`src/rtl/haversine_distance_top_assert.svh`:
```
// ----------------------------------------------------------------------------
// Haversine distance assertion macros
// Concurrent checks for the haversine distance pipeline; empty under SYNTH.
// ----------------------------------------------------------------------------
`ifndef HAVERSINE_DISTANCE_TOP_ASSERT_SVH
`define HAVERSINE_DISTANCE_TOP_ASSERT_SVH
`ifndef SYNTH
`define HVD_ASSERT_IMP(label, clk, rst_n, ante, cons) \
    label: assert property (@(posedge clk) disable iff (!rst_n) (ante) |-> (cons)) \
        else $error("haversine distance check failed");
`define HVD_ASSERT_DLY(label, clk, rst_n, ante, n, cons) \
    label: assert property (@(posedge clk) disable iff (!rst_n) (ante) |-> ##(n) (cons)) \
        else $error("haversine distance check failed");
`else
`define HVD_ASSERT_IMP(label, clk, rst_n, ante, cons)
`define HVD_ASSERT_DLY(label, clk, rst_n, ante, n, cons)
`endif
`endif

```
`src/rtl/hvd_smul.sv`:
```
// ----------------------------------------------------------------------------
// Rounding fixed-point multiplier
// Signed product scaled down by 2^FRAC, magnitude rounded half away from zero.
// ----------------------------------------------------------------------------
module hvd_smul #(
    parameter int AW   = 32,
    parameter int BW   = 32,
    parameter int FRAC = 30,
    localparam int PW  = AW + BW + 2 - FRAC
) (
    input  logic                 i_clk,
    input  logic signed [AW-1:0] i_a,
    input  logic signed [BW-1:0] i_b,
    output logic signed [PW-1:0] o_p
);

    localparam logic [AW+BW:0] HALF = (AW + BW + 1)'(1) << (FRAC - 1);

    logic [AW-1:0]          w_am;
    logic [BW-1:0]          w_bm;
    logic [AW+BW-1:0]       r_prod;
    logic                   r_neg;
    logic [AW+BW:0]         w_sum;
    logic [PW-2:0]          w_mag;
    logic signed [PW-1:0]   w_ext;
    logic signed [PW-1:0]   r_p, n_p;

    assign w_am = i_a[AW-1] ? AW'(-i_a) : AW'(i_a);
    assign w_bm = i_b[BW-1] ? BW'(-i_b) : BW'(i_b);

    always_ff @(posedge i_clk) begin
        r_prod <= (AW + BW)'(w_am) * (AW + BW)'(w_bm);
        r_neg  <= i_a[AW-1] ^ i_b[BW-1];
    end

    always_comb begin
        w_sum = {1'b0, r_prod} + HALF;
        w_mag = (PW - 1)'(w_sum >> FRAC);
        w_ext = signed'({1'b0, w_mag});
        n_p   = r_neg ? -w_ext : w_ext;
    end

    always_ff @(posedge i_clk) begin
        r_p <= n_p;
    end

    assign o_p = r_p;

endmodule
```
`config.mk`:
```
export PLATFORM = sky130hd
export DESIGN_NAME = hvd_smul
export DESIGN_NICKNAME = d
export VERILOG_FILES = /design/src/rtl/haversine_distance_top_assert.svh /design/src/rtl/hvd_smul.sv
export SDC_FILE = /design/constraint.sdc
export NUM_CORES = 2
export LEC_CHECK = 0
export ABC_AREA = 1
export BUFFER_PORTS_ARGS = -buffer_cell sky130_fd_sc_hd__buf_4
export CORE_MARGIN = 4
export CORE_UTILIZATION = 45
export CTS_CLUSTER_DIAMETER = 50
export DETAILED_ROUTE_END_ITERATION = 10
export PLACE_DENSITY = 0.68
export SLEW_MARGIN = 10
export SYNTH_ARGS = -nofsm -noshare
export SYNTH_HDL_FRONTEND = slang
export SYNTH_SLANG_ARGS = --single-unit
```
`constraint.sdc`:
```
create_clock -name i_clk -period 9.9 [get_ports i_clk]
set_input_delay 0.99 -clock i_clk [delete_from_list [all_inputs] [get_ports i_clk]]
set_output_delay 0.99 -clock i_clk [all_outputs]
set_load 0.005 [all_outputs]
```
==> results by group <==
Status
  – Status: finished clean

Timing
  – Total Neg Setup Slack: 0 ns
  – Fmax: 108 MHz
  – Slew HR: 22.8%
  – Skew final: 0.0112 ns
  – Worst slew pin tran: 1.16 ns
  – RSZ-0062 raised after global routing: false
  – Period utilization: 93.9%
  – Worst setup margin: 0.600 ns
  – Slew Limit Fails: 0
  – Crit path time final: 9.30 ns
  – Setup violations, final: 0
  – Final Hold Fails: 0

Worst setup path
  – Cell family with most CP delay: adder cells
  – Critical Path Start Type: input port
  – Worst path slowest cell: fa_1
  – Worst-path fanout max: 10
  – Worst R2R Path Depth: 13
  – Worst setup EP type: flip-flop
  – CP arrival: 9.52 ns
  – Worst path max stage delay: 0.63 ns
  – R2R setup slack: 7.24 ns
  – Crit path required time: 10.12 ns
  – CP Depth: 33
  – Buf/Inv on CP: 9
  – CP Class: in2reg

Clocking
  – Clock-pin slew on the worst setup and hold paths: 0.06 ns
  – CTS H-tree depth: 3
  – Setup Buffers After CTS: 0
  – Clk buf depth: 2
  – Clock Tree Root: clkbuf_16
  – CTS buffer count: 9
  – Sink Count: 72
  – TritonCTS clock tree: built
  – Worst skew pair latency: 0.35 ns

Drt
  – Drt initial violations: 3181
  – Vias: 34300
  – Drt total wl: 133 mm
  – DRC: 0
  – Post-DRT Antenna Nets: 0
  – Vias/cell: 5.32
  – First-pass DRT Iterations: 7
  – Wire per inst: 20.6 um

Floorplanning
  – Die height: 303 um
  – Core Rows: 107
  – Initial Util: 45.7%
  – Ports: 101
  – Die X: 303 um
  – Core area: 85800 sq um
  – Die area: 91900 sq um

Synth
  – Post-synthesis sequential area ratio: 3.68%
  – Most frequent cell after synthesis: inv_1
  – Post-Synth XOR/XNOR Area: 1.76%
  – #FFs+latches synth: 72
  – Avg Cell Area, Syn: 7.56 sq um
  – Synth Area in Compound Gates: 3.47%
  – Synth top cells by count: inv_1, nand2_1, fa_1
  – Adder-Cell Fraction of Synth Area: 54.1%
  – Syn nets: 6408
  – Netlist cell types: 49
  – Top cells by area, synth: fa_1, inv_1, nand2_1
  – Area share of the largest cell type after synthesis: 45.7%
  – Ys async rst share: 0%
  – Mapped cell area: 39200 sq um
  – Post-Syn Instances: 5184
  – Primary FF master, synth: dfxtp_1
  – Post-synth EDFFs: 0
  – Cell taking the most area after synthesis: fa_1
  – Largest family of logic cells by synthesized area: adder cells
  – Synth Area in Simple Gates: 22.3%
  – Ys Warns: 0
  – Post-synthesis mux area share: 0%

Final layout
  – Core Util, Final: 49.3%
  – Share of layout cells above drive strength 1: 7.51%
  – Area delta synth->final: 7.92%
  – Fin nets: 6516
  – Fillcell total: 8451

Global routing
  – First-pass GRT wire length: 207 mm
  – Initial antenna violation count: 4
  – GRT overflow: 0
  – Vias in the first global route: 36200
  – Gr usage total: 29.8%
  – Largest net degree at the start of global routing: 43

Worst hold path
  – Hold Path Stages: 4
  – Min-delay worst type: reg2reg

Run
  – # Max-Cap Violations: 0

Placement
  – GP Congestion: 1.00
  – Post-DP HPWL: 113 mm
  – Input/output buffers: 100
  – Post-Place Worst Slack: 0.182 ns
repair_timing:
item,4_1_cts,5_1_grt
hold buffers,0,0
setup endpoints to repair,0,1
resized for setup,0,1
layout by cell type, fill, tap and decap left out, types with 3 or more instances in the layout:
cell | Yosys | final
a21boi_0 | 9 | 9
a21o_1 | 13 | 13
a21oi_1 | 84 | 84
a31oi_1 | 8 | 8
buf_12 | 0 | 3
buf_4 | 3 | 262
bufinv_16 | 0 | 3
clkbuf_16 | 0 | 9
clkinv_1 | 15 | 15
dfxtp_1 | 72 | 72
diode_2 | 0 | 3
fa_1 | 895 | 895
ha_1 | 264 | 264
inv_1 | 1296 | 1296
inv_2 | 25 | 25
nand2_1 | 1123 | 1123
nand2_2 | 18 | 18
nand2_4 | 3 | 3
nand3_1 | 114 | 114
nand3_2 | 10 | 10
nand3b_1 | 6 | 6
nand4_1 | 34 | 34
nor2_1 | 734 | 734
nor2_2 | 12 | 12
nor2_4 | 14 | 14
nor3_1 | 37 | 37
nor4_1 | 10 | 9
o211ai_1 | 6 | 6
o21a_1 | 4 | 4
o21ai_0 | 70 | 67
o21ai_1 | 9 | 10
o21ai_2 | 5 | 7
o21bai_1 | 24 | 24
or2_2 | 15 | 15
or3_1 | 3 | 3
xnor2_1 | 17 | 17
xor2_1 | 53 | 51
xor2_2 | 2 | 4
kinds of logic (layout without fill, tap and decap cells):
kind of cell / after synthesis / count (layout)
AND/OR/NAND/NOR: 2139 / 2139
adder cells (fa/ha/maj): 1159 / 1159
XOR/XNOR: 74 / 74
other: 0 / 3
flip-flops: 72 / 72
buffers and inverters: 1504 / 1617
AO/OA/AOI/OAI: 236 / 236
final timing paths:
kind | startpoint | to
worst max-delay path | i_a[0] | r_prod[52]
worst min-delay path | r_prod[54] | o_p[24]
worst max register to register | r_prod[29] | o_p[34]
worst min register to register | r_prod[54] | o_p[24]
registers in the layout (all words and copies together) (netlist names):
| signal | cells |
|---|---|
| o_p | 36 |
| r_prod | 35 |
| r_neg | 1 |
stage by stage:
| stage | hold slack (ns) | area [sq um] | instances |
|---|---|---|---|
| 2_1_floorplan | 0.564 | 39200 | 5184 |
| 3_3_place_gp | 0.640 | 41900 | 6425 |
| 3_5_place_dp | 0.637 | 41900 | 6425 |
| 4_1_cts | 0.651 | 42300 | 6441 |
| 5_1_grt | 0.709 | 42300 | 6441 |
| 6_report | 0.645 | 42300 | 6444 |
routing by layer:
| metal | global-route usage [%] | part of all wire (%) | vias up |
|---|---|---|---|
| met5 | 0 | 0.014 | - |
| met4 | 15.2 | 6.5 | 4 |
| met3 | 7.49 | 11 | 496 |
| met2 | 47.9 | 45 | 1797 |
| met1 | 37.5 | 38 | 16900 |
| li1 | - | - | 15100 |
area by class of cell:
cell class	instances	area, sq um	area share [%]
Antenna cell	3	7.51	0.0177
Tap cell	1144	1430	3.38
Sequential cell	72	1440	3.41
Multi-Input combinational cell	3608	32000	75.7
Clock buffer	10	229	0.541
Clock inverter	6	115	0.272
Timing Repair Buffer	265	2030	4.79
Inverter	1336	5010	11.9
worst reg2reg max path: stages, from the launching register on:
cell and delay, ns:
dfxtp_1 0.55, ha_1 0.34, nand2_4 0.10, nor2_4 0.14, nand2_1 0.11, nor2_2 0.28
xnor2_1 0.24, nand2_1 0.14, nor2_2 0.13, nand3_2 0.10, nand2_2 0.20, nand3_1 0.10
nand2_1 0.07, nand2_1 0.04
Power is left out: the tool's default activity adds up to more than one toggle a clock period on the data nets, which glitch-free logic cannot reach.
