[src/rtl/haversine_distance_top_assert.svh]
// ----------------------------------------------------------------------------
// Haversine distance assertion macros
// Concurrent checks for the haversine distance pipeline; empty under SYNTH.
// ----------------------------------------------------------------------------
`ifndef HAVERSINE_DISTANCE_TOP_ASSERT_SVH
`define HAVERSINE_DISTANCE_TOP_ASSERT_SVH
`ifndef SYNTH
`define HVD_ASSERT_IMP(label, clk, rst_n, ante, cons) \
    label: assert property (@(posedge clk) disable iff (!rst_n) (ante) |-> (cons)) \
        else $error("haversine distance check failed");
`define HVD_ASSERT_DLY(label, clk, rst_n, ante, n, cons) \
    label: assert property (@(posedge clk) disable iff (!rst_n) (ante) |-> ##(n) (cons)) \
        else $error("haversine distance check failed");
`else
`define HVD_ASSERT_IMP(label, clk, rst_n, ante, cons)
`define HVD_ASSERT_DLY(label, clk, rst_n, ante, n, cons)
`endif
`endif

[src/rtl/hvd_sqrt_cell.sv]
// ----------------------------------------------------------------------------
// Square-root cell
// One result bit of a restoring integer square root.
// ----------------------------------------------------------------------------
module hvd_sqrt_cell #(
    parameter int FRAC = 30,
    parameter int BIT  = 0,
    localparam int NW  = 2 * FRAC + 2,
    localparam int RW  = FRAC + 5
) (
    input  logic            i_clk,
    input  logic [NW-1:0]   i_rad,
    input  logic [RW-1:0]   i_rem,
    input  logic [FRAC:0]   i_root,
    output logic [NW-1:0]   o_rad,
    output logic [RW-1:0]   o_rem,
    output logic [FRAC:0]   o_root
);

    logic [NW-1:0] r_rad;
    logic [RW-1:0] r_rem, n_rem;
    logic [FRAC:0] r_root, n_root;
    logic [RW-1:0] w_shift;
    logic [RW-1:0] w_trial;

    always_comb begin
        w_shift = {i_rem[RW-3:0], i_rad[2*BIT+1 -: 2]};
        w_trial = RW'({i_root, 2'b01});
        if (w_shift >= w_trial) begin
            n_rem  = w_shift - w_trial;
            n_root = {i_root[FRAC-1:0], 1'b1};
        end else begin
            n_rem  = w_shift;
            n_root = {i_root[FRAC-1:0], 1'b0};
        end
    end

    always_ff @(posedge i_clk) begin
        r_rad  <= i_rad;
        r_rem  <= n_rem;
        r_root <= n_root;
    end

    assign o_rad  = r_rad;
    assign o_rem  = r_rem;
    assign o_root = r_root;

endmodule

[config.mk]
export PLATFORM = sky130hd
export DESIGN_NAME = hvd_sqrt_cell
export DESIGN_NICKNAME = d
export VERILOG_FILES = /design/src/rtl/haversine_distance_top_assert.svh /design/src/rtl/hvd_sqrt_cell.sv
export SDC_FILE = /design/constraint.sdc
export NUM_CORES = 1
export LEC_CHECK = 0
export BUFFER_PORTS_ARGS = -buffer_cell sky130_fd_sc_hd__buf_2
export CAP_MARGIN = 5
export CELL_PAD_IN_SITES_DETAIL_PLACEMENT = 1
export CELL_PAD_IN_SITES_GLOBAL_PLACEMENT = 1
export CORE_MARGIN = 2
export CORE_UTILIZATION = 29
export DETAILED_ROUTE_END_ITERATION = 8
export PLACE_DENSITY = 0.71
export SLEW_MARGIN = 30
export SYNTH_ARGS = -nofsm -noshare
export SYNTH_HDL_FRONTEND = slang
export SYNTH_SLANG_ARGS = --single-unit
[constraint.sdc]
create_clock -name i_clk -period 2.4 [get_ports i_clk]
set_clock_uncertainty 0.1 [all_clocks]
set_input_delay 0 -clock i_clk [delete_from_list [all_inputs] [get_ports i_clk]]
set_output_delay 0 -clock i_clk [all_outputs]
set_load 0.01 [all_outputs]
==> impl_metrics.env <==
export IMPL_status="finished, violations left"
export IMPL_violations="negative hold slack"
export IMPL_seqCellArea_mm2=0.00256
export IMPL_remaining_drc_errors=0
export IMPL_maxSlewHeadroom=0.732
export IMPL_p_leak_uw=0.00435
export IMPL_clkTransAtPathRegs_ps=60
export IMPL_critPathKind="input port to register"
export IMPL_design_area_mm2=0.00895
export IMPL_hpwl_um=13600
export IMPL_yosysUniqueCellTypes=57
export IMPL_tightest_slew_ps=402
export IMPL_place_area_mm2=0.00694
export IMPL_critical_path_slowest_cell="dlygate4sd3_1"
export IMPL_cts_htree_levels=4
export IMPL_area_growth_pct=80.9
export IMPL_hold_path_cell_count=1
export IMPL_port_buffers=254
export IMPL_overflow=0
export IMPL_worst_path_buf_inv=5
export IMPL_grt_usage=0.232
export IMPL_vias=5467
export IMPL_io_pins=257
export IMPL_async_flop_share=0
export IMPL_tns_ps=0
export IMPL_setup_viol=0
export IMPL_finalHoldViolCount=4
export IMPL_startpoint_type="input port"
export IMPL_grt_max_degree=19
export IMPL_cp_max_fo=4
export IMPL_vias_per_cell=4.59
export IMPL_cts_sinks=128
export IMPL_die_width_um=135
export IMPL_crit_path_end_kind="register"
export IMPL_final_layout_size_suffix_gt1_frac=0.400
export IMPL_cts_root_buf="clkbuf_16"
export IMPL_fin_crit_sh=0.991
export IMPL_drv_slew=0
export IMPL_crit_chain="dlygate4sd3_1 -> buf_2 -> inv_1 -> ha_4 -> a21o_1 -> a21o_1 -> a21oi_2 -> o211ai_1 -> nor2_1 -> a21boi_4 -> buf_6 -> inv_4 -> mux2_1"
export IMPL_p_per_area_mw_per_mm2=731
export IMPL_worst_path_most_repeated_cell="a21o_1"
export IMPL_routedWlPerCell_um=18.2
export IMPL_cp_top_family="compound AO/OA/AOI/OAI gates"
export IMPL_die_h_um=135
export IMPL_multi_input_area_mm2=0.00224
export IMPL_vdd_ir_drop_worst_v=0.000543
export IMPL_clock_path_buffers=2
export IMPL_finish_net_count=1119
export IMPL_coreArea_mm2=0.0166
export IMPL_rsz0062_at_grt="true"
export IMPL_fillers=1908
export IMPL_grt_pass1_wl_um=32200
export IMPL_cts_inserted_buffers=17
export IMPL_cap_violations=0
export IMPL_postRouteAntennaNets=0
export IMPL_holdWs_ps=-344
export IMPL_initial_utilization=0.297
export IMPL_routabilityCongestion=0.826
export IMPL_cts_tree="yes"
export IMPL_fp_dieArea_mm2=0.0181
export IMPL_cp_data_arrival_time_ps=2580
export IMPL_synth_edf_count=0
export IMPL_synth_ff_type="dfxtp_1"
export IMPL_synthesis_nets=665
export IMPL_grt_pass1_vias=5943
export IMPL_first_pass_iters=6
export IMPL_initialDrtViolationCount=149
export IMPL_min_delay_start="i_rad[0]"
export IMPL_required_ps=2600
export IMPL_synth_seq_area_share=0.518
export IMPL_synth_seq_cells=128
export IMPL_antenna_found_initial=1
export IMPL_max_freq_ghz=0.420
export IMPL_yosysWarnings=0
export IMPL_min_period_ps=2380
export IMPL_syn_area_mm2=0.00495
export IMPL_syn_inst=503
export IMPL_synth_avg_cell_area_um2=9.84
export IMPL_hp_class="input port to register"
export IMPL_finalWirelength_um=21700
export IMPL_rows=47
export IMPL_cpPeakStageDelay_ps=550
export IMPL_min_to="o_rad[0]"
==> worst max-delay path by stage <==
stage / depth (start not counted) / slack [ps] / to / startpoint
detailed placement: 10 / -100 / o_rem[34] / i_rem[15]
CTS: 14 / 20 / o_rem[34] / i_root[27]
global route: 14 / -80 / o_rem[33] / i_root[25]
floorplan: 10 / 110 / o_rem[34] / i_root[15]
finish: 13 / 20 / o_rem[8] / i_root[25]
global placement: 10 / -50 / o_rem[34] / i_rem[15]
==> metal layers <==
metal	wire, um	vias to the layer above	track usage
met5	0	-	0
met1	8260	2596	0.241
met3	1070	41	0.0589
li1	-	2644	-
met4	742	0	0.0977
met2	11600	186	0.440
==> power breakdown <==
| group | internal [uW] | total, uW | switching (uW) |
|---|---|---|---|
| logic | 769 | 1550 | 778 |
| clock network | 1490 | 2590 | 1100 |
| registers | 2340 | 2400 | 57.8 |
==> sequential cells by signal, summed over array words and instances (netlist names) <==
register,cells
o_rad,62
o_rem,35
o_root,31
==> kinds of logic after synthesis <==
logic type / count (synthesis) / share of synthesized area
flip-flops: 128 / 0.518
XOR/XNOR: 30 / 0.0531
multiplexers: 1 / 0.00228
AO/OA/AOI/OAI: 128 / 0.173
buffers and inverters: 54 / 0.0458
adder cells (fa/ha/maj): 33 / 0.0835
AND/OR/NAND/NOR: 129 / 0.124
==> repair_timing <==
action	in CTS	in global routing
gates resized for setup	0	27
hold endpoints to repair	127	5
hold buffers	123	1
endpoints found under the setup margin	0	29
setup buffers	0	1
==> per-stage QoR <==
stage | power (uW) | std cells | hold slack, ps | util | setup WS [ps]
6_report | 6540 | 1191 | -344 | 0.538 | 20.7
5_1_grt | 6830 | 1191 | -356 | 0.538 | -75.4
4_1_cts | 6490 | 1186 | -382 | 0.526 | 23.0
3_5_place_dp | 3730 | 1031 | 3.83 | 0.417 | -98.6
3_3_place_gp | 3710 | 1031 | 2.34 | 0.417 | -53.3
2_1_floorplan | 3100 | 503 | -72.3 | - | 110
==> synth_stat cells, types with 5 or more instances <==
master | number | share of area
xor2_1 | 13 | 0.023
xnor2_1 | 17 | 0.030
ha_1 | 33 | 0.083
o211ai_1 | 6 | 0.0091
o21ai_0 | 15 | 0.015
nand2b_1 | 5 | 0.0063
inv_1 | 37 | 0.028
nand2_1 | 44 | 0.033
o21ai_1 | 15 | 0.015
nand4_1 | 6 | 0.0076
a21o_1 | 9 | 0.014
clkbuf_1 | 10 | 0.0076
nor2_1 | 31 | 0.024
a21oi_1 | 45 | 0.046
nor3_1 | 13 | 0.013
dfxtp_1 | 128 | 0.52
nand3_1 | 10 | 0.010
==> layout by cell type (no fill, tap or decap), types with 3 or more instances in the layout <==
master | Yosys | final
nor2b_1 | 4 | 4
o21ai_0 | 15 | 15
a21oi_1 | 45 | 44
clkinvlp_4 | 0 | 3
xor2_1 | 13 | 13
o21a_1 | 4 | 4
nand2b_1 | 5 | 5
o31ai_1 | 4 | 4
xnor2_1 | 17 | 17
inv_6 | 0 | 6
dlygate4sd3_1 | 0 | 123
o21bai_1 | 3 | 3
o21ai_1 | 15 | 15
clkbuf_16 | 0 | 19
a21o_1 | 9 | 9
nor2_2 | 1 | 4
buf_2 | 1 | 253
and3_1 | 4 | 4
nor3_1 | 13 | 13
nor2_1 | 31 | 27
nand4_1 | 6 | 6
buf_6 | 2 | 4
clkinv_4 | 0 | 3
ha_1 | 33 | 30
inv_1 | 37 | 37
dfxtp_1 | 128 | 128
nand2_1 | 44 | 43
o211ai_1 | 6 | 6
and2_1 | 3 | 3
nand3_1 | 10 | 8
buf_4 | 2 | 64
==> final cells by class <==
class | instances | share of cell area
antenna | 1 | 0.000280
clock buffer | 18 | 0.0491
clock inverter | 14 | 0.0162
inverter | 39 | 0.0169
multi-input combinational | 321 | 0.250
sequential | 128 | 0.286
tap | 220 | 0.0308
timing repair buffer | 449 | 0.349
timing repair inverter | 1 | 0.000699
Power figures use the tool's default switching activity.
