**config.mk**
```make
export PLATFORM = sky130hd
export DESIGN_NAME = hvd_rot_cell
export DESIGN_NICKNAME = d
export VERILOG_FILES = /design/src/rtl/haversine_distance_top_assert.svh /design/src/rtl/hvd_pkg.sv /design/src/rtl/hvd_rot_cell.sv
export SDC_FILE = /design/constraint.sdc
export NUM_CORES = 1
export LEC_CHECK = 0
export BUFFER_PORTS_ARGS = -buffer_cell sky130_fd_sc_hd__buf_2
export CAP_MARGIN = 30
export CELL_PAD_IN_SITES_DETAIL_PLACEMENT = 0
export CELL_PAD_IN_SITES_GLOBAL_PLACEMENT = 2
export CORE_ASPECT_RATIO = 1.1
export CORE_MARGIN = 2
export CORE_UTILIZATION = 35
export DETAILED_ROUTE_END_ITERATION = 16
export PLACE_DENSITY = 0.93
export SLEW_MARGIN = 20
export SYNTH_ARGS = -nofsm -noshare
export SYNTH_HDL_FRONTEND = slang
export SYNTH_SLANG_ARGS = --single-unit
export TNS_END_PERCENT = 30
```
**constraint.sdc**
```tcl
create_clock -name i_clk -period 8.6 [get_ports i_clk]
set_input_delay 1.29 -clock i_clk [delete_from_list [all_inputs] [get_ports i_clk]]
set_output_delay 1.29 -clock i_clk [all_outputs]
set_load 0.02 [all_outputs]
```
**src/rtl/haversine_distance_top_assert.svh**
```systemverilog
// ----------------------------------------------------------------------------
// Haversine distance assertion macros
// Concurrent checks for the haversine distance pipeline; empty under SYNTH.
// ----------------------------------------------------------------------------
`ifndef HAVERSINE_DISTANCE_TOP_ASSERT_SVH
`define HAVERSINE_DISTANCE_TOP_ASSERT_SVH
`ifndef SYNTH
`define HVD_ASSERT_IMP(label, clk, rst_n, ante, cons) \
    label: assert property (@(posedge clk) disable iff (!rst_n) (ante) |-> (cons)) \
        else $error("haversine distance check failed");
`define HVD_ASSERT_DLY(label, clk, rst_n, ante, n, cons) \
    label: assert property (@(posedge clk) disable iff (!rst_n) (ante) |-> ##(n) (cons)) \
        else $error("haversine distance check failed");
`else
`define HVD_ASSERT_IMP(label, clk, rst_n, ante, cons)
`define HVD_ASSERT_DLY(label, clk, rst_n, ante, n, cons)
`endif
`endif

```
**src/rtl/hvd_pkg.sv**
```systemverilog
// ----------------------------------------------------------------------------
// Haversine distance package
// Fixed constants and elaboration-time table functions for the CORDIC rows.
// ----------------------------------------------------------------------------
package hvd_pkg;

    typedef logic [63:0] t_u64;

    localparam t_u64                PI_Q60       = 64'h3243F6A8885A308D;
    localparam t_u64                DEG_DIVISOR  = 64'd3515625;
    localparam int                  TABLE_LEN    = 32;
    localparam logic signed [33:0]  LON_TURN     = 34'sd3600000000;
    localparam logic signed [33:0]  LON_HALF     = 34'sd1800000000;
    localparam logic [30:0]         DIST_MAX     = 31'h7FFFFFFF;
    localparam logic [22:0]         RADIUS_RESET = 23'd6378137;
    localparam logic [6:0]          CM_PER_M     = 7'd100;
    localparam int                  X100_W       = 30;

    // restoring long division, one quotient bit per pass
    function automatic t_u64 f_udiv(input t_u64 num, input t_u64 den);
        t_u64 quo;
        t_u64 rem;
        int   b;
        quo = '0;
        rem = '0;
        for (b = 63; b >= 0; b--) begin
            rem = {rem[62:0], num[b]};
            if (rem >= den) begin
                rem    = rem - den;
                quo[b] = 1'b1;
            end
        end
        return quo;
    endfunction

    // arctan(2^-idx) in Q62 by its power series; entry zero holds pi in Q60
    function automatic t_u64 f_atan_q62(input int idx);
        t_u64 sum;
        t_u64 term;
        int   k;
        sum = '0;
        if (idx == 0) begin
            sum = PI_Q60;
        end else begin
            for (k = 0; idx * (2 * k + 1) <= 62; k++) begin
                term = f_udiv(t_u64'(1) << (62 - idx * (2 * k + 1)), t_u64'(2 * k + 1));
                if (k[0]) begin
                    sum = sum - term;
                end else begin
                    sum = sum + term;
                end
            end
        end
        return sum;
    endfunction

    function automatic t_u64 f_to_frac(input t_u64 v, input int from, input int frac);
        int sh;
        sh = from - frac;
        return (v + (t_u64'(1) << (sh - 1))) >> sh;
    endfunction

    // inverse CORDIC gain
    function automatic t_u64 f_gain(input int stages, input int frac);
        t_u64 q;
        t_u64 root;
        t_u64 trial;
        int   i;
        int   b;
        q    = t_u64'(1) << 63;
        root = '0;
        for (i = 1; i < stages && i < TABLE_LEN; i++) begin
            q = q - f_udiv(q, (t_u64'(1) << (2 * i)) + t_u64'(1));
        end
        for (b = 31; b >= 0; b--) begin
            trial = root | (t_u64'(1) << b);
            if (trial * trial <= q) begin
                root = trial;
            end
        end
        if (frac < 32) begin
            return (root + (t_u64'(1) << (31 - frac))) >> (32 - frac);
        end
        return root << (frac - 32);
    endfunction

    // pi / 1.8e9 in Q93
    function automatic t_u64 f_deg_to_rad();
        t_u64 qh;
        t_u64 rm;
        qh = PI_Q60 / DEG_DIVISOR;
        rm = PI_Q60 % DEG_DIVISOR;
        return (qh << 24) + ((rm << 24) + DEG_DIVISOR / 2) / DEG_DIVISOR;
    endfunction

endpackage

```
**src/rtl/hvd_rot_cell.sv**
```systemverilog
// ----------------------------------------------------------------------------
// Rotation cell
// One micro-rotation of a sine/cosine CORDIC row.
// ----------------------------------------------------------------------------
module hvd_rot_cell import hvd_pkg::*; #(
    parameter int W    = 34,
    parameter int FRAC = 30,
    parameter int IDX  = 0
) (
    input  logic                i_clk,
    input  logic signed [W-1:0] i_x,
    input  logic signed [W-1:0] i_y,
    input  logic signed [W-1:0] i_z,
    output logic signed [W-1:0] o_x,
    output logic signed [W-1:0] o_y,
    output logic signed [W-1:0] o_z
);

    localparam logic signed [W-1:0] ATAN = W'(f_to_frac(f_atan_q62(IDX), 62, FRAC));

    logic signed [W-1:0] r_x, r_y, r_z;
    logic signed [W-1:0] n_x, n_y, n_z;

    always_comb begin
        if (!i_z[W-1]) begin
            n_x = i_x - (i_y >>> IDX);
            n_y = i_y + (i_x >>> IDX);
            n_z = i_z - ATAN;
        end else begin
            n_x = i_x + (i_y >>> IDX);
            n_y = i_y - (i_x >>> IDX);
            n_z = i_z + ATAN;
        end
    end

    always_ff @(posedge i_clk) begin
        r_x <= n_x;
        r_y <= n_y;
        r_z <= n_z;
    end

    assign o_x = r_x;
    assign o_y = r_y;
    assign o_z = r_z;

endmodule

```
==> results.cfg <==
[synthesis]
synth.avg_cell_area_um2 = 7.729
syn_area_um2 = 9560
async_flop_share_pct = 0
postSynthNetCount = 1476
netlist_instances = 1237
synth_top_area_share_pct = 21.15
synth-compound-area-share_pct = 27.34
synth-seq-cells = 101
ys_warn_count = 0
yosys.area_share.simple_pct = 16.12
yosysSeqAreaShare_pct = 21.15
yosys.area.top_type = dfxtp_1
synth_enable_flop_cells = 0
muxShareOfSynthArea_pct = 2.212
ys_types = 76
synth_area_leaders = dfxtp_1 (21%), ha_1 (17%), a21oi_1 (7.4%)
ys.flop_type = dfxtp_1
synth_xor_area_share_pct = 8.520
synth_top_family_by_area = compound AO/OA/AOI/OAI gates
synth_fa_ha_area_share_pct = 18.11

[layout]
drive_above_1_share_pct = 17.27
layout_common_cells = buf_2 (204), a21oi_1 (142), ha_1 (132)
fin_cells = 1764
area_delta_synth_final_pct = 16.39
mostFrequentLayoutCell = buf_2
nets = 1641
diodes = 0

[global_route]
grt_start_max_net_pins = 83
grtUsageTotal_pct = 20.99
overflow = 0
grt_pass1_vias = 9149
grt_first_pass_wirelength_um = 47840
antenna_found_initial = 0

[pwr]
power_mw = 1.916
power_density_nw_per_um2 = 172.2
peakVddDrop_uv = 90.88
leakage_nw = 5.263

[critical_path]
critPathMaxStageDelay_ns = 0.72
critPathSlowestCell = buf_4
cp_cell_sequence = buf_2 > buf_4 > inv_2 > buf_4 > ha_1 > nor2b_1 > o2111ai_1 > a21boi_1 > a21oi_1 > o21ai_1 > a41oi_1 > a31o_2 > or4b_1 > nand3_1
critical_path_class = in2reg
cp_common_cell = buf_4
required_ns = 8.92
cp.arrival_ns = 5.73
cp-end-kind = register
crit_fanout = 82
crit_path_start_kind = input pin

[timing]
fmax_mhz = 184.8
slew_viol_final = 0
hold_viol = 0
period_needed_ns = 5.410
setup_violations = 0
tightestPinTransition_ns = 0.9671
rsz0062_at_grt = false
setup_tns_ns = 0
hold_ws_ns = 1.174
period_share_pct = 62.91
maxSlewHeadroom_pct = 35.52

[cts]
cts-root-buf = clkbuf_16
clock-sinks = 101
tritoncts = built
cts.path.max_buffers = 2
numCtsBuffers = 9
post_cts_buffers = 0
htreeDepth = 3
ctsHoldBuffers = 0
cts_resized = 0
cts.reportedPaths.clkPinSlew_ns = 0.08

[die]
die_y_um = 177.3
die_area_um2 = 28650
core_area_um2 = 26880
initial_core_util_pct = 35.57
rows = 63
die_width_um = 161.6
num_io_pins = 205

[routing]
antenna_left = 0
num_vias = 9541
dr.pass1.iters = 5
drc = 0
vias_per_cell = 5.409
wirelength_um = 30980
drtIter0Drc = 792
wl_per_cell_um = 17.56

[min_path]
hp-class = in2reg

[place]
port_buffers = 204
dpl.hpwl_um = 24870
place_congestion = 0.9074
place_inst = 1748

[job]
max_cap_viol_count = 0

[outcome]
status = completed
==> final timing paths <==
kind,start,endpoint,slack (ns),depth (start not counted)
worst min-delay path,i_z[0],o_z[0],1.17,2
worst max-delay path,i_z[33],o_z[26],3.19,14
==> worst max-delay path: cells and delay by family <==
kind	cells	cell delay, ns
buf+inv	4	1.81
compound gates	6	1.40
simple gates	3	0.77
fa+ha+maj	1	0.39
==> layout make-up <==
type	instances	area, µm²
Multi-Input combinational cell	975	6913
Inverter	109	409.1
Fill cell	2833	15750
Sequential cell	101	2022
Clock buffer	10	239.0
Clock inverter	6	61.31
Timing Repair Buffer	206	1036
Tap cell	357	446.7
==> flip-flops by register name, indices dropped and copies added (netlist names) <==
name and flops:
o_x 34, o_z 34, o_y 33
==> layer usage <==
layer / up-vias / track usage, % / routed length, µm / share of wire, %
met5: - / 0 / 0 / 0
met4: 0 / 5.878 / 574 / 1.9
met3: 48 / 2.875 / 1708 / 5.5
met2: 323 / 36.59 / 14860 / 48
met1: 4466 / 27.06 / 13830 / 45
li1: 4704 / - / - / -
==> where the power goes <==
| group | internal, mW | switching (mW) | total (mW) |
|---|---|---|---|
| Combinational | 0.313 | 0.567 | 0.880 |
| Clock | 0.212 | 0.216 | 0.428 |
| Sequential | 0.580 | 0.0282 | 0.608 |
| Total | 1.11 | 0.810 | 1.92 |
==> cells by family after synthesis <==
kind of cell / after synthesis
compound gates: 409
fa+ha+maj: 136
simple gates: 316
xor+xnor: 93
flops: 101
mux: 21
buf+inv: 161
==> synthesized netlist by cell type, types with 4 or more instances <==
| cell type | count |
|---|---|
| a21oi_1 | 142 |
| a211oi_1 | 9 |
| nor3_1 | 28 |
| nand3_1 | 28 |
| fa_1 | 4 |
| nor2b_1 | 25 |
| and3_1 | 8 |
| a311oi_1 | 9 |
| o31a_1 | 6 |
| a211o_1 | 4 |
| and2_1 | 7 |
| o211ai_1 | 9 |
| buf_2 | 8 |
| a221oi_1 | 4 |
| buf_1 | 9 |
| ha_1 | 132 |
| or3_1 | 10 |
| clkbuf_1 | 32 |
| or2_2 | 4 |
| a22oi_1 | 4 |
| dfxtp_1 | 101 |
| nor2_1 | 98 |
| a41oi_1 | 5 |
| o31ai_1 | 10 |
| inv_1 | 106 |
| a31oi_1 | 8 |
| nand3b_1 | 4 |
| a21boi_0 | 5 |
| o2111ai_1 | 5 |
| o21a_1 | 7 |
| nand2b_1 | 11 |
| xor2_1 | 23 |
| xnor2_1 | 70 |
| nand2_1 | 65 |
| a2111oi_0 | 4 |
| mux2i_1 | 20 |
| o21ai_0 | 90 |
| nand4_1 | 11 |
| a21o_1 | 33 |
| o21bai_1 | 24 |
==> stage by stage <==
stage          cell area [µm²]  util (%)  worst slack (ns)
2_1_floorplan             9560         -             4.415
3_3_place_gp             10830     40.28             2.871
3_5_place_dp             10830     40.28             2.821
4_1_cts                  11130     41.40             3.210
5_1_grt                  11130     41.40             2.933
6_report                 11130     41.40             3.190
No activity file was read; power rests on OpenSTA's default activity.
