[config.mk]
export PLATFORM = sky130hd
export DESIGN_NAME = hvd_vec_cell
export DESIGN_NICKNAME = d
export VERILOG_FILES = /design/src/rtl/haversine_distance_top_assert.svh /design/src/rtl/hvd_pkg.sv /design/src/rtl/hvd_vec_cell.sv
export SDC_FILE = /design/constraint.sdc
export NUM_CORES = 1
export LEC_CHECK = 0
export ABC_AREA = 0
export BUFFER_PORTS_ARGS = -buffer_cell sky130_fd_sc_hd__buf_2
export CAP_MARGIN = 5
export CELL_PAD_IN_SITES_DETAIL_PLACEMENT = 0
export CELL_PAD_IN_SITES_GLOBAL_PLACEMENT = 1
export CORE_UTILIZATION = 41
export CTS_CLUSTER_DIAMETER = 100
export DETAILED_ROUTE_END_ITERATION = 6
export PLACE_DENSITY = 0.83
export SYNTH_ARGS = -nofsm -noshare
export SYNTH_HDL_FRONTEND = slang
export SYNTH_SLANG_ARGS = --single-unit
[constraint.sdc]
create_clock -name i_clk -period 4.9 [get_ports i_clk]
set_input_delay 0.245 -clock i_clk [delete_from_list [all_inputs] [get_ports i_clk]]
set_output_delay 0.245 -clock i_clk [all_outputs]
set_load 0.01 [all_outputs]
[src/rtl/haversine_distance_top_assert.svh]
// ----------------------------------------------------------------------------
// Haversine distance assertion macros
// Concurrent checks for the haversine distance pipeline; empty under SYNTH.
// ----------------------------------------------------------------------------
`ifndef HAVERSINE_DISTANCE_TOP_ASSERT_SVH
`define HAVERSINE_DISTANCE_TOP_ASSERT_SVH
`ifndef SYNTH
`define HVD_ASSERT_IMP(label, clk, rst_n, ante, cons) \
    label: assert property (@(posedge clk) disable iff (!rst_n) (ante) |-> (cons)) \
        else $error("haversine distance check failed");
`define HVD_ASSERT_DLY(label, clk, rst_n, ante, n, cons) \
    label: assert property (@(posedge clk) disable iff (!rst_n) (ante) |-> ##(n) (cons)) \
        else $error("haversine distance check failed");
`else
`define HVD_ASSERT_IMP(label, clk, rst_n, ante, cons)
`define HVD_ASSERT_DLY(label, clk, rst_n, ante, n, cons)
`endif
`endif

[src/rtl/hvd_pkg.sv]
// ----------------------------------------------------------------------------
// Haversine distance package
// Fixed constants and elaboration-time table functions for the CORDIC rows.
// ----------------------------------------------------------------------------
package hvd_pkg;

    typedef logic [63:0] t_u64;

    localparam t_u64                PI_Q60       = 64'h3243F6A8885A308D;
    localparam t_u64                DEG_DIVISOR  = 64'd3515625;
    localparam int                  TABLE_LEN    = 32;
    localparam logic signed [33:0]  LON_TURN     = 34'sd3600000000;
    localparam logic signed [33:0]  LON_HALF     = 34'sd1800000000;
    localparam logic [30:0]         DIST_MAX     = 31'h7FFFFFFF;
    localparam logic [22:0]         RADIUS_RESET = 23'd6378137;
    localparam logic [6:0]          CM_PER_M     = 7'd100;
    localparam int                  X100_W       = 30;

    // restoring long division, one quotient bit per pass
    function automatic t_u64 f_udiv(input t_u64 num, input t_u64 den);
        t_u64 quo;
        t_u64 rem;
        int   b;
        quo = '0;
        rem = '0;
        for (b = 63; b >= 0; b--) begin
            rem = {rem[62:0], num[b]};
            if (rem >= den) begin
                rem    = rem - den;
                quo[b] = 1'b1;
            end
        end
        return quo;
    endfunction

    // arctan(2^-idx) in Q62 by its power series; entry zero holds pi in Q60
    function automatic t_u64 f_atan_q62(input int idx);
        t_u64 sum;
        t_u64 term;
        int   k;
        sum = '0;
        if (idx == 0) begin
            sum = PI_Q60;
        end else begin
            for (k = 0; idx * (2 * k + 1) <= 62; k++) begin
                term = f_udiv(t_u64'(1) << (62 - idx * (2 * k + 1)), t_u64'(2 * k + 1));
                if (k[0]) begin
                    sum = sum - term;
                end else begin
                    sum = sum + term;
                end
            end
        end
        return sum;
    endfunction

    function automatic t_u64 f_to_frac(input t_u64 v, input int from, input int frac);
        int sh;
        sh = from - frac;
        return (v + (t_u64'(1) << (sh - 1))) >> sh;
    endfunction

    // inverse CORDIC gain
    function automatic t_u64 f_gain(input int stages, input int frac);
        t_u64 q;
        t_u64 root;
        t_u64 trial;
        int   i;
        int   b;
        q    = t_u64'(1) << 63;
        root = '0;
        for (i = 1; i < stages && i < TABLE_LEN; i++) begin
            q = q - f_udiv(q, (t_u64'(1) << (2 * i)) + t_u64'(1));
        end
        for (b = 31; b >= 0; b--) begin
            trial = root | (t_u64'(1) << b);
            if (trial * trial <= q) begin
                root = trial;
            end
        end
        if (frac < 32) begin
            return (root + (t_u64'(1) << (31 - frac))) >> (32 - frac);
        end
        return root << (frac - 32);
    endfunction

    // pi / 1.8e9 in Q93
    function automatic t_u64 f_deg_to_rad();
        t_u64 qh;
        t_u64 rm;
        qh = PI_Q60 / DEG_DIVISOR;
        rm = PI_Q60 % DEG_DIVISOR;
        return (qh << 24) + ((rm << 24) + DEG_DIVISOR / 2) / DEG_DIVISOR;
    endfunction

endpackage

[src/rtl/hvd_vec_cell.sv]
// ----------------------------------------------------------------------------
// Vectoring cell
// One micro-rotation of the atan2 CORDIC row.
// ----------------------------------------------------------------------------
module hvd_vec_cell import hvd_pkg::*; #(
    parameter int W    = 34,
    parameter int FRAC = 30,
    parameter int IDX  = 0
) (
    input  logic                i_clk,
    input  logic signed [W-1:0] i_x,
    input  logic signed [W-1:0] i_y,
    input  logic signed [W-1:0] i_z,
    output logic signed [W-1:0] o_x,
    output logic signed [W-1:0] o_y,
    output logic signed [W-1:0] o_z
);

    localparam logic signed [W-1:0] ATAN = W'(f_to_frac(f_atan_q62(IDX), 62, FRAC));

    logic signed [W-1:0] r_x, r_y, r_z;
    logic signed [W-1:0] n_x, n_y, n_z;

    always_comb begin
        // drive y towards zero
        if (!i_y[W-1] && (i_y != '0)) begin
            n_x = i_x + (i_y >>> IDX);
            n_y = i_y - (i_x >>> IDX);
            n_z = i_z + ATAN;
        end else begin
            n_x = i_x - (i_y >>> IDX);
            n_y = i_y + (i_x >>> IDX);
            n_z = i_z - ATAN;
        end
    end

    always_ff @(posedge i_clk) begin
        r_x <= n_x;
        r_y <= n_y;
        r_z <= n_z;
    end

    assign o_x = r_x;
    assign o_y = r_y;
    assign o_z = r_z;

endmodule

==> impl_metrics.yaml, run 1 <==
clock_network:
  postCtsSetupBuffers: 0
  htreeDepth: 3
  clk_pin_slew_ns: 0.08
  cts_made_buffers: 9
  cts-resized-gates: 0
  root_buffer: "clkbuf_16"
  cts_tree: "done"
  holdBufCountCts: 0
  clockBufferDepth: 2
  cts_num_sinks: 101
sta:
  period_needed_ns: 4.11
  slew_headroom: 0.475
  setup_tns_ns: 0
  final-setup-viol-count: 0
  setup_slack_ns: 0.787
  min_period_over_period: 0.839
  max_slew.worst_pin.slew_ns: 0.786
  fmax_mhz: 243
  rsz0062_at_grt: "false"
  drv_slew: 0
  hold_violations: 0
routing:
  avgViaCountPerCell: 5.57
  drtPass1Iterations: 5
  wl_per_cell_um: 17.9
  ant_nets: 0
  vias: 9619
  wl_um: 30900
  drt-initial-drc-count: 907
  drc: 0
global_route:
  antenna_found_initial: 0
  grt_max_degree: 47
  track_usage: 0.253
  grt_pass1_wl_um: 48100
  overflow: 0
  grt_pass1_vias: 8999
pwr:
  cellPowerDensity_nw_per_um2: 289
  p_leak_nw: 5.34
  vdd_drop_max_v: 0.000150
logic_synthesis:
  ys_types: 79
  async_flop_share: 0
  synth_area_um2: 9640
  syn_area_per_cell_um2: 7.76
  synthesis.nets: 1480
  syn_inst: 1242
  ys.warnings.count: 0
  ys_seq_area_frac: 0.210
  ys_ff_latch: 101
  synth_edf_count: 0
  synthFlopType: "dfxtp_1"
worst_setup_path:
  crit_type: "input port to flop"
  cp_data_required_time_ns: 5.19
  arrival_ns: 4.41
  start_kind: "input port"
  cp_max_fo: 23
  crit_path_end_kind: "flop"
hold_path:
  min_to: "o_z[0]"
  hold_class: "input port to flop"
  min_from: "i_z[0]"
  min_path_cells: 2
layout:
  syn2layout_area_growth_pct: 15.8
  drive_gt1_frac: 0.183
  nets: 1646
  diodes: 0
floorplan:
  fp.dieH_um: 155
  row_count: 55
  core_um2: 22800
  die_area_um2: 24100
  start_util: 0.422
  die_x_um: 155
  num_io_pins: 205
placed_design:
  dp_slack_ns: 0.407
  gp_congestion: 0.955
  dp_hpwl_um: 24600
  portBuffers: 204
flow_run:
  max-cap-violations: 0
outcome:
  status: "finished clean"
## critical path, cell delays in order
cell and delay, ns:
buf_2 0.13, nor4_1 0.59, nand4_1 0.22, nor3_1 0.20
or2_4 0.25, inv_2 0.26, ha_1 0.47, a211oi_2 0.26
nor2_1 0.08, a2111oi_0 0.37, nor2_1 0.12, o41ai_2 0.37
o21ai_1 0.13, or2_1 0.26, a311oi_2 0.31, xnor2_1 0.14
## state kept, by name, indices dropped and copies added, names as in the netlist
signal,cells
o_x,34
o_y,33
o_z,34
## cell usage after synthesis, types with 6 or more instances
cell type	instances	area, um^2
nand4_1	21	131
a31oi_1	15	93.8
o211ai_1	9	67.6
xnor2_1	78	683
and4_1	6	52.6
o21a_1	12	90.1
o21ai_1	7	35.0
o31ai_1	10	75.1
mux2i_1	14	140
xor2_1	17	149
nand2b_1	13	81.3
a21o_1	45	338
clkbuf_1	27	101
and2_1	6	37.5
nor2_1	103	387
a211oi_1	14	105
inv_1	108	405
buf_1	7	26.3
nor4_1	14	87.6
buf_2	19	95.1
a21oi_1	130	651
nand2_1	66	248
ha_1	131	1640
dfxtp_1	101	2020
nor3_1	25	125
o21bai_1	21	158
o21ai_0	78	390
nand3_1	20	100
nor2b_1	13	81.3
## layout by cell type (no fill, tap or decap), drive strengths merged, types with 14 or more instances in the layout
cell    count
a211oi     18
mux2i      14
xor2       17
nand3      20
a31oi      15
nor2      103
nand4      21
ha        131
a21oi     130
o21ai      85
nor4       15
buf       209
dfxtp     101
nor3       26
inv       115
xnor2      78
nand2      66
a21o       45
o21bai     21
## logic make-up (layout without fill, tap and decap cells)
| logic type | Yosys count | in the layout | share of synthesized area |
|---|---|---|---|
| AO/OA/AOI/OAI | 411 | 411 | 0.279 |
| AND/OR/NAND/NOR | 320 | 320 | 0.165 |
| buffers and inverters | 166 | 337 | 0.0675 |
| adder cells (fa/ha/maj) | 135 | 135 | 0.178 |
| flip-flops | 101 | 101 | 0.210 |
| XOR/XNOR | 95 | 95 | 0.0863 |
| multiplexers | 14 | 14 | 0.0145 |
## power breakdown
group / switching (mW) / internal, mW
sequential: 0.0497 / 1.02
combinational: 0.844 / 0.562
clock: 0.387 / 0.365
## final cells by class
cell class	count	area, um^2
well taps	313	392
inverters	112	420
repair buffers	209	1060
clock inverters	7	78.8
flip-flops and latches	101	2020
clock buffers	9	225
fillers	2347	11700
multi-input cells	975	6970
## worst max-delay path by stage
stage           start       to  slack, ns  depth (start not counted)
2_1_floorplan  i_y[2]  o_z[32]       0.59                         17
3_3_place_gp   i_y[9]  o_z[32]       0.47                         16
3_5_place_dp   i_y[9]  o_z[32]       0.41                         16
4_1_cts        i_y[9]  o_z[32]       0.77                         16
5_1_grt        i_y[9]  o_z[32]       0.49                         16
6_report       i_y[9]  o_z[32]       0.79                         16
## stage by stage
step / total power, mW / area [um^2] / hold WS (ns) / cells / util
2_1_floorplan: 1.99 / 9640 / 0.345 / 1242 / -
3_3_place_gp: 2.47 / 10900 / 0.478 / 1710 / 0.476
3_5_place_dp: 2.47 / 10900 / 0.479 / 1710 / 0.476
4_1_cts: 3.24 / 11200 / 0.0920 / 1726 / 0.489
5_1_grt: 3.43 / 11200 / 0.0999 / 1726 / 0.489
6_report: 3.22 / 11200 / 0.104 / 1726 / 0.489
## per-layer routing
layer	up-vias	global-route usage	share of wire
li1	4745	-	-
met1	4432	0.349	0.46
met2	395	0.411	0.45
met3	47	0.0304	0.068
met4	0	0.0784	0.025
met5	-	0	0
Power figures use the tool's default switching activity.
==> inputs of run 2 (changes only) <==
==> constraint.sdc (replaced) <==
create_clock -name i_clk -period 3.8 [get_ports i_clk]
set_input_delay 0.19 -clock i_clk [delete_from_list [all_inputs] [get_ports i_clk]]
set_output_delay 0.19 -clock i_clk [all_outputs]
set_load 0.01 [all_outputs]
==> run 2 against run 1 <==
  * The flow now finishes with violations (DRC)
  * Hold slack got worse by 0.052 ns
  * Setup slack lost 0.50 ns
  * Global-route usage is 1.1 points higher
  * Die area did not move
  * Critical path type unchanged
  * Critical endpoint unchanged
  * Largest cell class unchanged
==> impl_metrics.yaml, run 2 (synthesis gave the netlist of run 1 again) <==
pwr:
  cellPowerDensity_nw_per_um2: 358
  pwr-share-comb: 0.450
  vdd_drop_max_v: 0.000203
  p_int_mw: 2.69
  p_leak_nw: 6.00
  p_seq_frac: 0.315
  p_switching_mw: 1.69
  p_sw_frac: 0.386
  totalPowerFinal_mw: 4.37
  clkPwrFrac: 0.236
worst_setup_path:
  max_stage_delay_ns: 0.42
  cp_num_buf_inv: 3
  cp_data_required_time_ns: 4.09
  crit_type: "input port to flop"
  crit_path_end_kind: "flop"
  cp_max_fo: 13
  critical-path-top-delay-family: "compound AO/OA/AOI/OAI gates"
  cp.depth: 17
  start_kind: "input port"
  arrival_ns: 3.81
  worstPathCellList: "buf_2 -> nor4_1 -> buf_4 -> nand4_1 -> nor3_1 -> or2_4 -> inv_2 -> ha_1 -> a211oi_2 -> nor2_1 -> a2111oi_1 -> nor2_1 -> o41ai_2 -> o21ai_1 -> or2_1 -> a311oi_2 -> xnor2_1"
  crit_slowest_cell: "o41ai_2"
  critPathMostFrequentCell: "nor2_1"
sta:
  fmax_mhz: 284
  slew_headroom: 0.516
  hold_slack_ns: 0.0521
  min_period_over_period: 0.925
  period_needed_ns: 3.52
  drv_slew: 0
  setup_slack_ns: 0.284
  hold_violations: 0
  max_slew.worst_pin.slew_ns: 0.723
  final-setup-viol-count: 0
outcome:
  status: "finished, violations left"
  violations: "DRC"
clock_network:
  postCtsSetupBuffers: 0
  holdBufCountCts: 0
  cts_made_buffers: 9
  cts_num_sinks: 101
  clk_pin_slew_ns: 0.08
  root_buffer: "clkbuf_16"
  cts_tree: "done"
  clockBufferDepth: 2
  htreeDepth: 3
placed_design:
  dp_hpwl_um: 26200
  dp_slack_ns: -0.420
  placed_area_um2: 11900
  gp_congestion: 0.972
  portBuffers: 204
floorplan:
  row_count: 55
  start_util: 0.422
  fp.dieH_um: 155
  die_area_um2: 24100
  die_x_um: 155
  num_io_pins: 205
  core_um2: 22800
routing:
  wl_um: 32200
  avgViaCountPerCell: 5.44
  wl_per_cell_um: 17.3
  drc: 2
  drt-initial-drc-count: 701
  ant_nets: 0
  vias: 10100
  drtPass1Iterations: 7
global_route:
  overflow: 0
  antenna_found_initial: 4
  grt_pass1_vias: 9709
  track_usage: 0.264
  grt_max_degree: 53
  grt_pass1_wl_um: 50200
layout:
  nets: 1778
  finalInstanceArea_um2: 12200
  syn2layout_area_growth_pct: 26.7
  regArea_um2: 2020
  drive_gt1_frac: 0.254
  fillers: 2303
  post-route-util: 0.535
  final_common_cell: "buf_2"
  final_cell_mix: "buf_2 (204), buf_4 (136), ha_1 (131)"
  multi_input_comb_area_um2: 7000
flow_run:
  max-cap-violations: 0
hold_path:
  min_path_cells: 2
  hold_class: "input port to flop"
==> run 2: cell types whose count changed in the layout (fill, tap and decap cells not counted), moves of 2 or more <==
cell and change:
buf_4 +131, diode_2 +4, clkinv_8 -2, inv_6 -2
inv_8 +2, nor4_1 -2
==> run 2: per-layer routing <==
metal	up-vias	wire, um	track usage
li1	5015	-	-
met1	4730	14600	0.349
met2	335	14800	0.433
met3	49	1740	0.0290
met4	0	1050	0.115
met5	-	0	0
==> run 2: metrics by stage <==
step                instances  setup TNS (ns)
detailed placement       1842           -1.43
floorplan                1242               0
global route             1861        -0.00543
CTS                      1858               0
finish                   1862               0
global placement         1842          -0.884
==> run 2: final cells by class <==
type,count,share of cell area
well taps,313,0.0321
diodes,4,0.000819
clock inverters,7,0.00727
flip-flops and latches,101,0.166
clock buffers,9,0.0184
repair buffers,341,0.169
inverters,112,0.0344
multi-input cells,975,0.573
==> run 2: final timing paths <==
path	endpoint	slack (ns)	startpoint
worst max-delay path	o_z[32]	0.28	i_y[9]
worst min-delay path	o_z[0]	0.05	i_z[0]
==> run 2: what timing repair did <==
action                                  CTS  global route
pin swaps                                 0             1
endpoints found under the setup margin    1             3
resized for setup                         1             7
hold endpoints to repair                  0             0
==> run 2: power by group through the flow <==
stage | combinational, mW | sequential, mW | clock, mW
6_report | 1.97 | 1.38 | 1.03
3_5_place_dp | 1.94 | 1.40 | 0
3_3_place_gp | 1.93 | 1.40 | 0
4_1_cts | 1.95 | 1.38 | 1.05
5_1_grt | 2.15 | 1.40 | 1.09
2_1_floorplan | 1.03 | 1.53 | 0
==> inputs of run 3 (changes only) <==
--- a/config.mk
+++ b/config.mk
@@ -8,9 +8,9 @@
 export ABC_AREA = 0
 export BUFFER_PORTS_ARGS = -buffer_cell sky130_fd_sc_hd__buf_2
 export CAP_MARGIN = 5
-export CELL_PAD_IN_SITES_DETAIL_PLACEMENT = 0
-export CELL_PAD_IN_SITES_GLOBAL_PLACEMENT = 1
-export CORE_UTILIZATION = 41
+export CELL_PAD_IN_SITES_DETAIL_PLACEMENT = 2
+export CELL_PAD_IN_SITES_GLOBAL_PLACEMENT = 2
+export CORE_UTILIZATION = 32
 export CTS_CLUSTER_DIAMETER = 100
 export DETAILED_ROUTE_END_ITERATION = 6
 export PLACE_DENSITY = 0.83
==> run 3 against run 2 <==
  * The flow now finishes without violations
  * Hold slack better by 0.016 ns
  * Cell count up 3.8%
  * Combinational power up 6%
  * Global-route usage up 0.77 points
  * Final area up 0.59%
  * Non-clock buffer count down 2
  * Highest routed layer unchanged
==> impl_metrics.yaml, run 3 (synthesis gave the netlist of run 1 again) <==
pwr:
  vdd_drop_max_v: 0.000184
  p_leak_nw: 5.99
  totalPowerFinal_mw: 4.56
  cellPowerDensity_nw_per_um2: 371
layout:
  final_cell_mix: "buf_2 (204), buf_4 (134), ha_1 (131)"
  final_common_cell: "buf_2"
  nets: 1776
  diodes: 0
  fillers: 3484
  finalInstanceArea_um2: 12300
  syn2layout_area_growth_pct: 27.4
  drive_gt1_frac: 0.253
routing:
  wl_per_cell_um: 21.7
  avgViaCountPerCell: 5.46
  drc: 0
  ant_nets: 0
  drt-initial-drc-count: 501
  drtPass1Iterations: 5
  vias: 10600
  wl_um: 41900
floorplan:
  num_io_pins: 205
  die_x_um: 176
  fp.dieH_um: 176
  die_area_um2: 30800
  start_util: 0.325
  row_count: 63
  core_um2: 29600
worst_setup_path:
  crit_path_end_kind: "flop"
  cp_max_fo: 5
  start_kind: "input port"
  cp_data_required_time_ns: 4.10
  arrival_ns: 3.87
  crit_type: "input port to flop"
sta:
  final-setup-viol-count: 0
  slew_headroom: 0.468
  drv_slew: 0
  min_period_over_period: 0.938
  fmax_mhz: 281
  max_slew.worst_pin.slew_ns: 0.794
  rsz0062_at_grt: "false"
  period_needed_ns: 3.56
  hold_violations: 0
clock_network:
  holdBufCountCts: 0
  root_buffer: "clkbuf_16"
  htreeDepth: 3
  clk_pin_slew_ns: 0.07
  cts_made_buffers: 9
  cts_tree: "done"
  cts_num_sinks: 101
  clockBufferDepth: 2
placed_design:
  placed_area_um2: 12000
  dp_hpwl_um: 34200
  gp_congestion: 0.903
  portBuffers: 204
flow_run:
  max-cap-violations: 0
global_route:
  grt_pass1_vias: 11600
  antenna_found_initial: 0
  grt_pass1_wl_um: 65100
  track_usage: 0.272
  overflow: 0
  grt_max_degree: 53
hold_path:
  hold_class: "input port to flop"
outcome:
  status: "finished clean"
-- run 3: cell count changes in the layout (fill, tap and decap cells not counted), sizes merged, moves of 2 or more --
| cell | before | now |
|---|---|---|
| clkbuf | 9 | 11 |
| inv | 115 | 112 |
| buf | 341 | 339 |
| diode | 4 | 0 |
-- run 3: worst max-delay path, cell delays in order --
cell,delay [ns]
buf_2,0.11
nor4_1,0.31
buf_4,0.19
nand4_1,0.11
nor3_1,0.19
or2_4,0.18
buf_4,0.14
ha_1,0.25
buf_4,0.17
a211oi_1,0.36
o21bai_1,0.16
a221o_1,0.35
nor3_1,0.20
o21bai_1,0.18
o31ai_2,0.12
buf_4,0.15
a21o_1,0.17
a21oi_1,0.18
xnor2_1,0.14
-- run 3: area by class of cell --
| type | count | area (um^2) | area share |
|---|---|---|---|
| Clock buffer | 11 | 243 | 0.0198 |
| Clock inverter | 5 | 82.6 | 0.00672 |
| Inverter | 112 | 420 | 0.0342 |
| Multi-Input combinational cell | 975 | 6990 | 0.568 |
| Sequential cell | 101 | 2020 | 0.165 |
| Tap cell | 390 | 488 | 0.0397 |
| Timing Repair Buffer | 339 | 2050 | 0.167 |
-- run 3: where the power goes --
part	switching (mW)	internal, mW	total [mW]
registers	0.0753	1.31	1.39
clock network	0.485	0.600	1.09
logic	1.24	0.855	2.09
-- run 3: routing by layer --
metal  wire length [um]  GRT usage  vias up
met5                  0          0        -
met2              20600      0.482      265
met3               1250     0.0234       70
met1              18700      0.336     5226
li1                   -          -     5001
met4               1390      0.112        0
-- run 3: final timing paths --
path | start | to | depth (start not counted) | slack, ns
worst min-delay path | i_z[0] | o_z[0] | 2 | 0.07
worst max-delay path | i_y[7] | o_z[31] | 19 | 0.24
-- run 3: repair_timing --
item                                    CTS  global route
setup buffers                             0             0
hold endpoints to repair                  0             0
gates resized for setup                   0             3
endpoints found under the setup margin    0             4
-- run 3: per-stage QoR --
stage	setup TNS (ns)	utilization	cells	hold WS [ns]	setup slack, ns
detailed placement	-1.04	0.403	1917	0.450	-0.262
finish	0	0.415	1933	0.0677	0.236
floorplan	0	-	1242	0.290	0.0301
global route	0	0.415	1933	0.0670	0.0161
global placement	-0.0198	0.403	1917	0.443	-0.0124
CTS	0	0.414	1933	0.0537	0.142
